$ cat config.mk
export PLATFORM = sky130hd
export DESIGN_NAME = twic_ctrl
export DESIGN_NICKNAME = d
export VERILOG_FILES = /design/src/sv/twic_pkg.sv /design/src/sv/twic_ctrl.sv
export SDC_FILE = /design/constraint.sdc
export NUM_CORES = 1
export LEC_CHECK = 0
export BUFFER_PORTS_ARGS = -buffer_cell sky130_fd_sc_hd__clkbuf_2
export CAP_MARGIN = 5
export CORE_ASPECT_RATIO = 2
export CORE_MARGIN = 10
export CORE_UTILIZATION = 35
export CTS_CLUSTER_SIZE = 8
export DETAILED_ROUTE_END_ITERATION = 8
export HOLD_SLACK_MARGIN = 0.06
export PLACE_DENSITY = 0.61
export SYNTH_ARGS = -nofsm -noshare
export SYNTH_HDL_FRONTEND = slang
export SYNTH_SLANG_ARGS = --single-unit
$ cat constraint.sdc
create_clock -name clk -period 5 [get_ports clk]
set_clock_uncertainty 0.05 [all_clocks]
set_input_delay 0.25 -clock clk [delete_from_list [all_inputs] [get_ports clk]]
set_output_delay 0.25 -clock clk [all_outputs]
set_load 0.1 [all_outputs]
$ cat src/sv/twic_pkg.sv
// Shared types and constants for the trie word insert and count core.
`default_nettype none
package twic_pkg;

  localparam int TWIC_NODES      = 1024;
  localparam int TWIC_ALPHABET   = 26;
  localparam int TWIC_COUNT_BITS = 32;

  localparam int LETTER_W = 5;
  localparam int OUT_CNT_W = 32;

  localparam logic OP_INSERT = 1'b0;
  localparam logic OP_FIND   = 1'b1;

  typedef enum logic [1:0] {
    STAT_OK   = 2'd0,
    STAT_MISS = 2'd1,
    STAT_FULL = 2'd2
  } status_t;

endpackage
`default_nettype wire

$ cat src/sv/twic_ctrl.sv
// Walk sequencer: clear pass, link lookup and allocation, count updates, result register.
`default_nettype none
module twic_ctrl
  import twic_pkg::*;
#(
  parameter int NODES      = TWIC_NODES,
  parameter int ALPHABET   = TWIC_ALPHABET,
  parameter int COUNT_BITS = TWIC_COUNT_BITS,
  localparam int NW = $clog2(NODES),
  localparam int FW = $clog2(NODES + 1),
  localparam int LINK_DEPTH = NODES * ALPHABET,
  localparam int LW = $clog2(LINK_DEPTH)
) (
  input  wire logic                    clk,
  input  wire logic                    rst_n,
  input  wire logic                    in_valid,
  output logic                         in_ready,
  input  wire logic                    in_op,
  input  wire logic [LETTER_W-1:0]     in_letter,
  input  wire logic                    in_last,
  input  wire logic                    in_empty_word,
  output logic                         out_valid,
  input  wire logic                    out_ready,
  output logic [1:0]                   out_status,
  output logic [OUT_CNT_W-1:0]         out_word_count,
  output logic [OUT_CNT_W-1:0]         out_prefix_count,
  output logic                         link_re,
  output logic                         link_we,
  output logic [LW-1:0]                link_addr,
  output logic [NW-1:0]                link_wdata,
  input  wire logic [NW-1:0]           link_rdata,
  output logic                         cnt_re,
  output logic                         cnt_we,
  output logic [NW-1:0]                cnt_addr,
  output logic [2*COUNT_BITS-1:0]      cnt_wdata,
  input  wire logic [2*COUNT_BITS-1:0] cnt_rdata
);

  typedef enum logic [2:0] {
    S_CLEAR,
    S_IDLE,
    S_LINK,
    S_CNT,
    S_OUT
  } state_t;

  localparam logic [LW-1:0] ALPHA_L = LW'(ALPHABET);
  localparam logic [LW-1:0] CLR_LAST = LW'(LINK_DEPTH - 1);
  localparam logic [LW-1:0] NODES_L = LW'(NODES);
  localparam logic [FW-1:0] NODES_F = FW'(NODES);
  localparam logic [LETTER_W-1:0] ALPHA_5 = LETTER_W'(ALPHABET);

  state_t                 state_r, state_nxt;
  logic [LW-1:0]          clr_r, clr_nxt;
  logic [NW-1:0]          cur_r, cur_nxt;
  logic [FW-1:0]          nfree_r, nfree_nxt;
  logic                   miss_r, miss_nxt;
  logic                   abort_r, abort_nxt;
  logic                   op_r, op_nxt;
  logic                   last_r, last_nxt;
  logic [LW-1:0]          slot_r, slot_nxt;
  logic [NW-1:0]          node_r, node_nxt;
  logic                   bump_pfx_r, bump_pfx_nxt;
  logic                   bump_end_r, bump_end_nxt;
  logic                   fin_r, fin_nxt;
  logic                   out_valid_r, out_valid_nxt;
  status_t                out_status_r, out_status_nxt;
  logic [OUT_CNT_W-1:0]   out_wc_r, out_wc_nxt;
  logic [OUT_CNT_W-1:0]   out_pc_r, out_pc_nxt;
  status_t                pend_status_r, pend_status_nxt;
  logic [OUT_CNT_W-1:0]   pend_wc_r, pend_wc_nxt;
  logic [OUT_CNT_W-1:0]   pend_pc_r, pend_pc_nxt;

  logic                   out_free;
  logic                   walk;
  logic                   miss_v;
  logic                   fin_go, fin_miss, fin_abort, fin_bump_end;
  logic [NW-1:0]          fin_node;
  logic                   res_go;
  status_t                res_status;
  logic [OUT_CNT_W-1:0]   res_wc, res_pc;
  logic [NW-1:0]          alloc;
  logic                   nz, full;
  logic [COUNT_BITS-1:0]  pfx_old, end_old, pfx_new, end_new;

  assign in_ready         = (state_r == S_IDLE);
  assign out_valid        = out_valid_r;
  assign out_status       = out_status_r;
  assign out_word_count   = out_wc_r;
  assign out_prefix_count = out_pc_r;

  assign out_free = !out_valid_r || out_ready;
  assign alloc    = nfree_r[NW-1:0];
  assign nz       = (link_rdata != '0);
  assign full     = (nfree_r >= NODES_F);
  assign pfx_old  = cnt_rdata[COUNT_BITS-1:0];
  assign end_old  = cnt_rdata[2*COUNT_BITS-1:COUNT_BITS];
  assign pfx_new  = (bump_pfx_r && pfx_old != '1) ? pfx_old + COUNT_BITS'(1) : pfx_old;
  assign end_new  = (bump_end_r && end_old != '1) ? end_old + COUNT_BITS'(1) : end_old;

  always_comb begin
    state_nxt       = state_r;
    clr_nxt         = clr_r;
    cur_nxt         = cur_r;
    nfree_nxt       = nfree_r;
    miss_nxt        = miss_r;
    abort_nxt       = abort_r;
    op_nxt          = op_r;
    last_nxt        = last_r;
    slot_nxt        = slot_r;
    node_nxt        = node_r;
    bump_pfx_nxt    = bump_pfx_r;
    bump_end_nxt    = bump_end_r;
    fin_nxt         = fin_r;
    out_valid_nxt   = out_valid_r && !out_ready;
    out_status_nxt  = out_status_r;
    out_wc_nxt      = out_wc_r;
    out_pc_nxt      = out_pc_r;
    pend_status_nxt = pend_status_r;
    pend_wc_nxt     = pend_wc_r;
    pend_pc_nxt     = pend_pc_r;
    link_re         = 1'b0;
    link_we         = 1'b0;
    link_addr       = slot_r;
    link_wdata      = '0;
    cnt_re          = 1'b0;
    cnt_we          = 1'b0;
    cnt_addr        = node_r;
    cnt_wdata       = {end_new, pfx_new};
    walk            = 1'b0;
    miss_v          = miss_r;
    fin_go          = 1'b0;
    fin_miss        = 1'b0;
    fin_abort       = 1'b0;
    fin_bump_end    = 1'b0;
    fin_node        = cur_r;
    res_go          = 1'b0;
    res_status      = STAT_OK;
    res_wc          = '0;
    res_pc          = '0;

    unique case (state_r)
      S_CLEAR: begin
        link_we   = 1'b1;
        link_addr = clr_r;
        cnt_we    = (clr_r < NODES_L);
        cnt_addr  = clr_r[NW-1:0];
        cnt_wdata = '0;
        clr_nxt   = clr_r + LW'(1);
        if (clr_r == CLR_LAST) begin
          state_nxt = S_IDLE;
        end
      end
      S_IDLE: begin
        if (in_valid) begin
          op_nxt   = in_op;
          last_nxt = in_last;
          walk = !in_empty_word && !abort_r && !miss_r && (in_letter < ALPHA_5);
          if (walk) begin
            slot_nxt  = LW'(cur_r) * ALPHA_L + LW'(in_letter);
            link_addr = slot_nxt;
            link_re   = 1'b1;
            state_nxt = S_LINK;
          end else begin
            miss_v = miss_r || (!in_empty_word && !abort_r && in_op == OP_FIND);
            miss_nxt = miss_v;
            if (in_empty_word || in_last) begin
              fin_go       = 1'b1;
              fin_miss     = miss_v;
              fin_abort    = abort_r;
              fin_node     = cur_r;
              fin_bump_end = (in_op == OP_INSERT);
            end
          end
        end
      end
      S_LINK: begin
        state_nxt = S_IDLE;
        if (op_r == OP_FIND) begin
          if (nz) begin
            cur_nxt = link_rdata;
          end else begin
            miss_nxt = 1'b1;
          end
          if (last_r) begin
            fin_go   = 1'b1;
            fin_miss = !nz;
            fin_node = link_rdata;
          end
        end else if (!nz && full) begin
          abort_nxt = 1'b1;
          if (last_r) begin
            fin_go    = 1'b1;
            fin_abort = 1'b1;
          end
        end else begin
          if (nz) begin
            node_nxt = link_rdata;
          end else begin
            node_nxt   = alloc;
            link_we    = 1'b1;
            link_wdata = alloc;
            nfree_nxt  = nfree_r + FW'(1);
          end
          cur_nxt      = node_nxt;
          cnt_re       = 1'b1;
          cnt_addr     = node_nxt;
          bump_pfx_nxt = 1'b1;
          bump_end_nxt = last_r;
          fin_nxt      = last_r;
          state_nxt    = S_CNT;
        end
      end
      S_CNT: begin
        cnt_we    = bump_pfx_r || bump_end_r;
        state_nxt = S_IDLE;
        if (fin_r) begin
          res_go = 1'b1;
          res_wc = OUT_CNT_W'(end_new);
          res_pc = OUT_CNT_W'(pfx_new);
        end
      end
      S_OUT: begin
        if (out_free) begin
          out_valid_nxt  = 1'b1;
          out_status_nxt = pend_status_r;
          out_wc_nxt     = pend_wc_r;
          out_pc_nxt     = pend_pc_r;
          state_nxt      = S_IDLE;
        end
      end
      default: begin
        state_nxt = S_IDLE;
      end
    endcase

    if (fin_go) begin
      if (fin_abort) begin
        res_go     = 1'b1;
        res_status = STAT_FULL;
      end else if (fin_miss) begin
        res_go     = 1'b1;
        res_status = STAT_MISS;
      end else begin
        cnt_re       = 1'b1;
        cnt_addr     = fin_node;
        node_nxt     = fin_node;
        bump_pfx_nxt = 1'b0;
        bump_end_nxt = fin_bump_end;
        fin_nxt      = 1'b1;
        state_nxt    = S_CNT;
      end
    end

    if (res_go) begin
      cur_nxt   = '0;
      miss_nxt  = 1'b0;
      abort_nxt = 1'b0;
      if (out_free) begin
        out_valid_nxt  = 1'b1;
        out_status_nxt = res_status;
        out_wc_nxt     = res_wc;
        out_pc_nxt     = res_pc;
        state_nxt      = S_IDLE;
      end else begin
        pend_status_nxt = res_status;
        pend_wc_nxt     = res_wc;
        pend_pc_nxt     = res_pc;
        state_nxt       = S_OUT;
      end
    end
  end

  always_ff @(posedge clk) begin
    if (!rst_n) begin
      state_r     <= S_CLEAR;
      clr_r       <= '0;
      cur_r       <= '0;
      nfree_r     <= FW'(1);
      miss_r      <= 1'b0;
      abort_r     <= 1'b0;
      out_valid_r <= 1'b0;
    end else begin
      state_r     <= state_nxt;
      clr_r       <= clr_nxt;
      cur_r       <= cur_nxt;
      nfree_r     <= nfree_nxt;
      miss_r      <= miss_nxt;
      abort_r     <= abort_nxt;
      out_valid_r <= out_valid_nxt;
    end
    op_r          <= op_nxt;
    last_r        <= last_nxt;
    slot_r        <= slot_nxt;
    node_r        <= node_nxt;
    bump_pfx_r    <= bump_pfx_nxt;
    bump_end_r    <= bump_end_nxt;
    fin_r         <= fin_nxt;
    out_status_r  <= out_status_nxt;
    out_wc_r      <= out_wc_nxt;
    out_pc_r      <= out_pc_nxt;
    pend_status_r <= pend_status_nxt;
    pend_wc_r     <= pend_wc_nxt;
    pend_pc_r     <= pend_pc_nxt;
  end

endmodule
`default_nettype wire

# Word-level counts from Yosys, hierarchy flattened
# Cells that the tools add are included.
# totals
ff_bits,204
out_inout_bits,171
# op_classes
n_addsub,5
multipliers,1
n_lt_le_gt_ge,3
n_eq_ne,13
mux,126
n_bitwise,6
reduce_logical,28
# ops
operator,count
$mux W32,14
$mux W10,20
$add A32 B1 Y32 const B,2
$mux W64,1
$ne A32 B32 Y1 const B,2
$mux W1,63
$mux W15,2
$pmux W15 S2,1
$mux W3,9
$pmux W10 S2,1
$mux W2,8
$add A15 B1 Y15 const B,1
$add A15 B5 Y15,1
$eq A15 B15 Y1 const B,1
$lt A15 B11 Y1 const B,1
$mul A10 B4 Y14 const B,1
$pmux W1 S2,6
$pmux W3 S4,1
$add A11 B1 Y11 const B,1
$ge A11 B11 Y1 const B,1
$ne A2 B2 Y1 const B,5
$reduce_bool A10 Y1,1
$logic_and A1 B1 Y1,8
$eq A3 B2 Y1 const B,2
14 further kinds,29

# Longest topological paths before layout
# depth
ltp_word,13
depth_mapped,13
ltp_nobuf,13

# Worst setup path before layout
# Ideal clock, no wire load.
# synth_timing
path_kind,register to register
startpoint,reg state_r[2]
endpoint,reg pend_pc_r[0] (enable)
setup_ps,492
arrival_time_ps,5269
required_time_ps,4458
setup_slack_ps,-811
stages_incl_launch_ff,11
path_buffers,1
synth_period_minus_slack_ps,5811
cell_sequence,dfxtp_1 -> clkbuf_1 -> nor2_1 -> nand2_1 -> inv_1 -> nand2_1 -> inv_1 -> o21a_1 -> a22oi_1 -> and3_1 -> nor2_1
# synth_via
elab_chain_cells,6
elab_cells_between_ends,11
cone_classes,3 x eq/ne; 7 x mux; 1 x reduce/logical
# synth_lines
item,line_no,rtl
from (decl),twic_ctrl.sv:53,"state_t state_r, state_nxt;"
from (signal assigned),twic_ctrl.sv:284,state_r <= state_nxt;
$eq A3 B1 Y1 (*),-,
via in_ready,twic_ctrl.sv:17,"output logic in_ready,"
$pmux W1 S2,twic_ctrl.sv:142,unique case (state_r)
$mux W1,twic_ctrl.sv:241,end else if (fin_miss) begin
$mux W1,twic_ctrl.sv:238,if (fin_abort) begin
$mux W1 (*),twic_ctrl.sv:237,if (fin_go) begin
$reduce_and A2 Y1 (no line) (*),-,
to (signal assigned),twic_ctrl.sv:304,pend_pc_r <= pend_pc_nxt;
to (decl),twic_ctrl.sv:72,"logic [OUT_CNT_W-1:0] pend_pc_r, pend_pc_nxt;"
# The timed path passes the listed nets; every way through them passes the cells marked *.
# A chain may end at the register's enable or synchronous reset.

# Final worst setup path
# layout_timing
startpoint,reg cur_r[4]
endpoint,out link_addr[13]
# layout_via
elab_chain_cells,5
# layout_lines
item,line_no,rtl
from (decl),twic_ctrl.sv:55,"logic [NW-1:0] cur_r, cur_nxt;"
from (signal assigned),twic_ctrl.sv:286,cur_r <= cur_nxt;
$mul A10 B4 Y14,twic_ctrl.sv:160,slot_nxt = LW'(cur_r) * ALPHA_L + LW'(in_letter);
$add A15 B5 Y15,twic_ctrl.sv:160,
$mux W15,-,
$mux W15,twic_ctrl.sv:155,if (in_valid) begin
$pmux W15 S2,twic_ctrl.sv:142,
to (decl),twic_ctrl.sv:29,"output logic [LW-1:0] link_addr,"
# No other way between the ends.

==> run metrics <==
largest family of logic cells by synthesized area simple AND/OR/NAND/NOR gates; slowest stage cell, crit path fa_1; ys async rst share 0; port buffer count 256; path depth of the worst reg2reg path 13; fin cells 2,045; Final setup viols 0; Hold Fails Final Rpt 0; clk buf depth 3; reg-to-reg slack, setup 1.31 ns; delay-heaviest family, CP adder cells; Worst-Margin Slew 0.926 ns; largest area contributor in the netlist edfxtp_1; post-synthesis compound-gate area fraction 0.132; Power Dens Cells 307 nW/um2; die width 149 um; core area 32,900 um2; pin count of the biggest net entering global routing 64; Synth top area share 0.213; Setup CP Type reg2out; Worst setup EP type primary output; dpl cells 1,971; Worst VDD drop 0.000222 V; 1st-iter DRT viols 555; # IOs 257; Synth Area in Simple Gates 0.214; die area 41,600 um2; Hold Path Sink out_word_count[2]; leak pwr 6.66 nW; min cycle time layout 4.73 ns; GP Congestion 0.964; vias in the first global route 11,500; Hold Crit Depth 3; antenna violations before repair 2; CTS tree yes; total negative slack 0 ns; syn nets 1,459; Avg Cell Area, Syn 8.78 um2; Worst-Skew Late Latency 0.55 ns; DR WL/cell 20.9 um; share of layout cells above drive strength 1 0.207; Hold Path Class in2reg; drt pass-1 iters 5; fin util 0.440; DRC Markers 0; relative slew slack 0.383; Post-Synth XOR/XNOR Area 0.0651; Post-Syn Instances 1,333; post-synthesis cell type count 56; final WL 42.7 mm; CTS Sinks 204; WP data required 4.70 ns; CP Buf/Inv Count 3; Cell Rows 94; CP max stage delay 0.53 ns; ANT nets after route 0; FF-to-FF End slot_r[13]; Final HPWL DP 33.0 mm; total CTS buffers 29; Post-synth EDFFs 83; Initial Util 0.355; number of max-cap violations 0; htree depth 1; reg2reg start cur_r[4]; synth top area cells edfxtp_1 21%, dfxtp_1 21%, mux2i_1 7.8%, nor2_1 7.1%, o22ai_1 4.5%; All-Layer GR Usage 0.199; fmax 0.212 GHz; CP max FO 6; sequential fraction of the synthesis area 0.420; vias after detailed routing 11,000; global-route wire length before repair 65.8 mm; CP startpoint kind flop; worst-path cell chain ha_1, inv_1, fa_1, inv_1, ha_1, a21o_1, a21oi_1, a21oi_1, or2_2, nor3_1, nand4_1, mux2i_1, o21ai_1, clkbuf_2; root buffer cell clkbuf_16; Area growth syn-to-layout 23.9%; final cycle utilization of the critical path 0.945; Data arrival, critical path 4.43 ns; multiplexer area fraction after synthesis 0.0797; Clock Pin Slew Worst Setup and Hold Paths 0.06 ns; GRT overflow 0; adder-cell share of the synthesized area 0.0479; Hold Path Origin cnt_rdata[34]; status completed; ys flop type dfxtp_1; unrepaired setup endpoints after global routing no; Nets 1,714; yosys synthesis warning count 0; Die Ht 279 um; vias per std cell 5.40; Slew Limit Fails 0; Cell Area, Synth 11,700 um2; Synth Register Bits 204
-- routing by layer --
layer / GRT usage / part of all wire
met1: 0.188 / 0.33
met2: 0.386 / 0.55
met3: 0.0356 / 0.070
met4: 0.109 / 0.054
met5: 0 / 0
-- Yosys cell counts, types with 3 or more instances --
master,instances
o31ai_1,4
clkbuf_1,56
nand3_1,34
or3_1,9
xnor2_1,58
xor2_1,29
nor3_1,19
and2_1,32
dfxtp_1,121
o22ai_1,84
a21boi_0,5
inv_1,56
buf_2,6
o211ai_1,7
ha_1,32
o21a_1,4
buf_1,6
and3_1,20
fa_1,8
o21ai_0,55
nand2_1,113
a21o_1,24
a21oi_1,51
mux2i_1,91
nor3b_1,8
nor4_1,8
and4_1,9
edfxtp_1,83
a21boi_1,3
or2_2,10
nor2b_1,7
nor2_1,221
nand2b_1,7
nand4_1,21
a31oi_1,5
-- worst max-delay path by stage --
stage | startpoint | to | slack, ns | cells after the start
2_1_floorplan | cur_r[1] | link_addr[6] | 0.13 | 10
3_3_place_gp | cur_r[1] | link_addr[12] | 0.84 | 12
3_5_place_dp | cur_r[1] | link_addr[12] | 0.79 | 12
4_1_cts | cur_r[1] | link_addr[12] | 0.16 | 13
5_1_grt | cur_r[2] | link_addr[12] | 0.03 | 14
6_report | cur_r[4] | link_addr[13] | 0.27 | 14
-- through the flow --
| step | hold WS (ns) | total power, mW | setup slack [ns] | instance area, um2 |
|---|---|---|---|---|
| after global routing | 0.103 | 4.61 | 0.0272 | 14500 |
| final | 0.0910 | 4.45 | 0.273 | 14500 |
| after global placement | 0.412 | 2.59 | 0.843 | 13500 |
| after CTS | 0.0607 | 4.51 | 0.163 | 14500 |
| after detailed placement | 0.417 | 2.60 | 0.786 | 13500 |
| after floorplan | 0.299 | 2.40 | 0.128 | 11700 |
-- sequential cells by signal (all words and copies together) (netlist names), 2 cells and up --
name and cells:
node_r 10, cur_r 10, pend_wc_r 32, slot_r 15, out_status 2, out_word_count 32
clr_r 15, pend_status_r 2, state_r 3, nfree_r 11, pend_pc_r 32, out_prefix_count 32
-- what timing repair did --
| item | CTS | global route |
|---|---|---|
| buffers inserted | 0 | 0 |
| endpoints found under the setup margin | 0 | 1 |
| resized for setup | 0 | 2 |
| hold endpoints to repair | 25 | 0 |
| hold buffers | 18 | 0 |
-- cell usage in the layout, fill, tap and decap left out, types with 3 or more instances in the layout --
master and instances:
nor2b_1 7, mux2i_1 91, o211ai_1 7, buf_4 20, ha_1 32, and3_1 20, a21oi_1 51, dfxtp_1 121
xnor2_1 58, nand4_1 21, o31ai_2 3, a31oi_1 5, nand2_1 113, dlygate4sd3_1 18, a21boi_0 5, clkbuf_1 23
fa_1 8, a21boi_1 3, o21a_1 4, inv_1 56, nor3b_1 8, edfxtp_1 83, or3_1 9, nand3_1 33
or2_2 10, clkbuf_16 29, o21ai_1 5, nor3_1 18, nor2_1 220, nor4_1 8, and4_1 9, a21o_1 24
o21ai_0 50, and2_1 32, clkbuf_2 254, xor2_1 29, o22ai_1 84, nand2b_1 6
-- where the power goes --
part | internal (mW) | switching [mW]
combinational | 0.156 | 0.575
sequential | 1.79 | 0.0562
clock | 1.13 | 0.743
total | 3.08 | 1.37
-- layout make-up --
class / instances / area [um2]
flip-flops and latches: 204 / 4910
multi-input cells: 1003 / 6350
fillers: 3289 / 18400
clock buffers: 52 / 812
diodes: 2 / 5.00
clock inverters: 2 / 38.8
repair buffers: 294 / 1630
inverters: 56 / 210
well taps: 432 / 541
-- kinds of logic after synthesis --
group | after synthesis
buf+inv | 126
mux | 93
fa+ha+maj | 40
compound gates | 254
flops | 204
simple gates | 529
xor+xnor | 87
-- worst register-to-register path, stage by stage, from the launching register on --
cell and delay [ns]:
dfxtp_1 0.39, ha_1 0.32, inv_1 0.05, fa_1 0.53, inv_1 0.05, ha_1 0.35
a21o_1 0.18, a21oi_1 0.20, a21oi_1 0.13, or2_2 0.32, nor3_1 0.33, nand4_1 0.21
mux2i_1 0.26, nor2_1 0.06
Power figures use the tool's default switching activity.
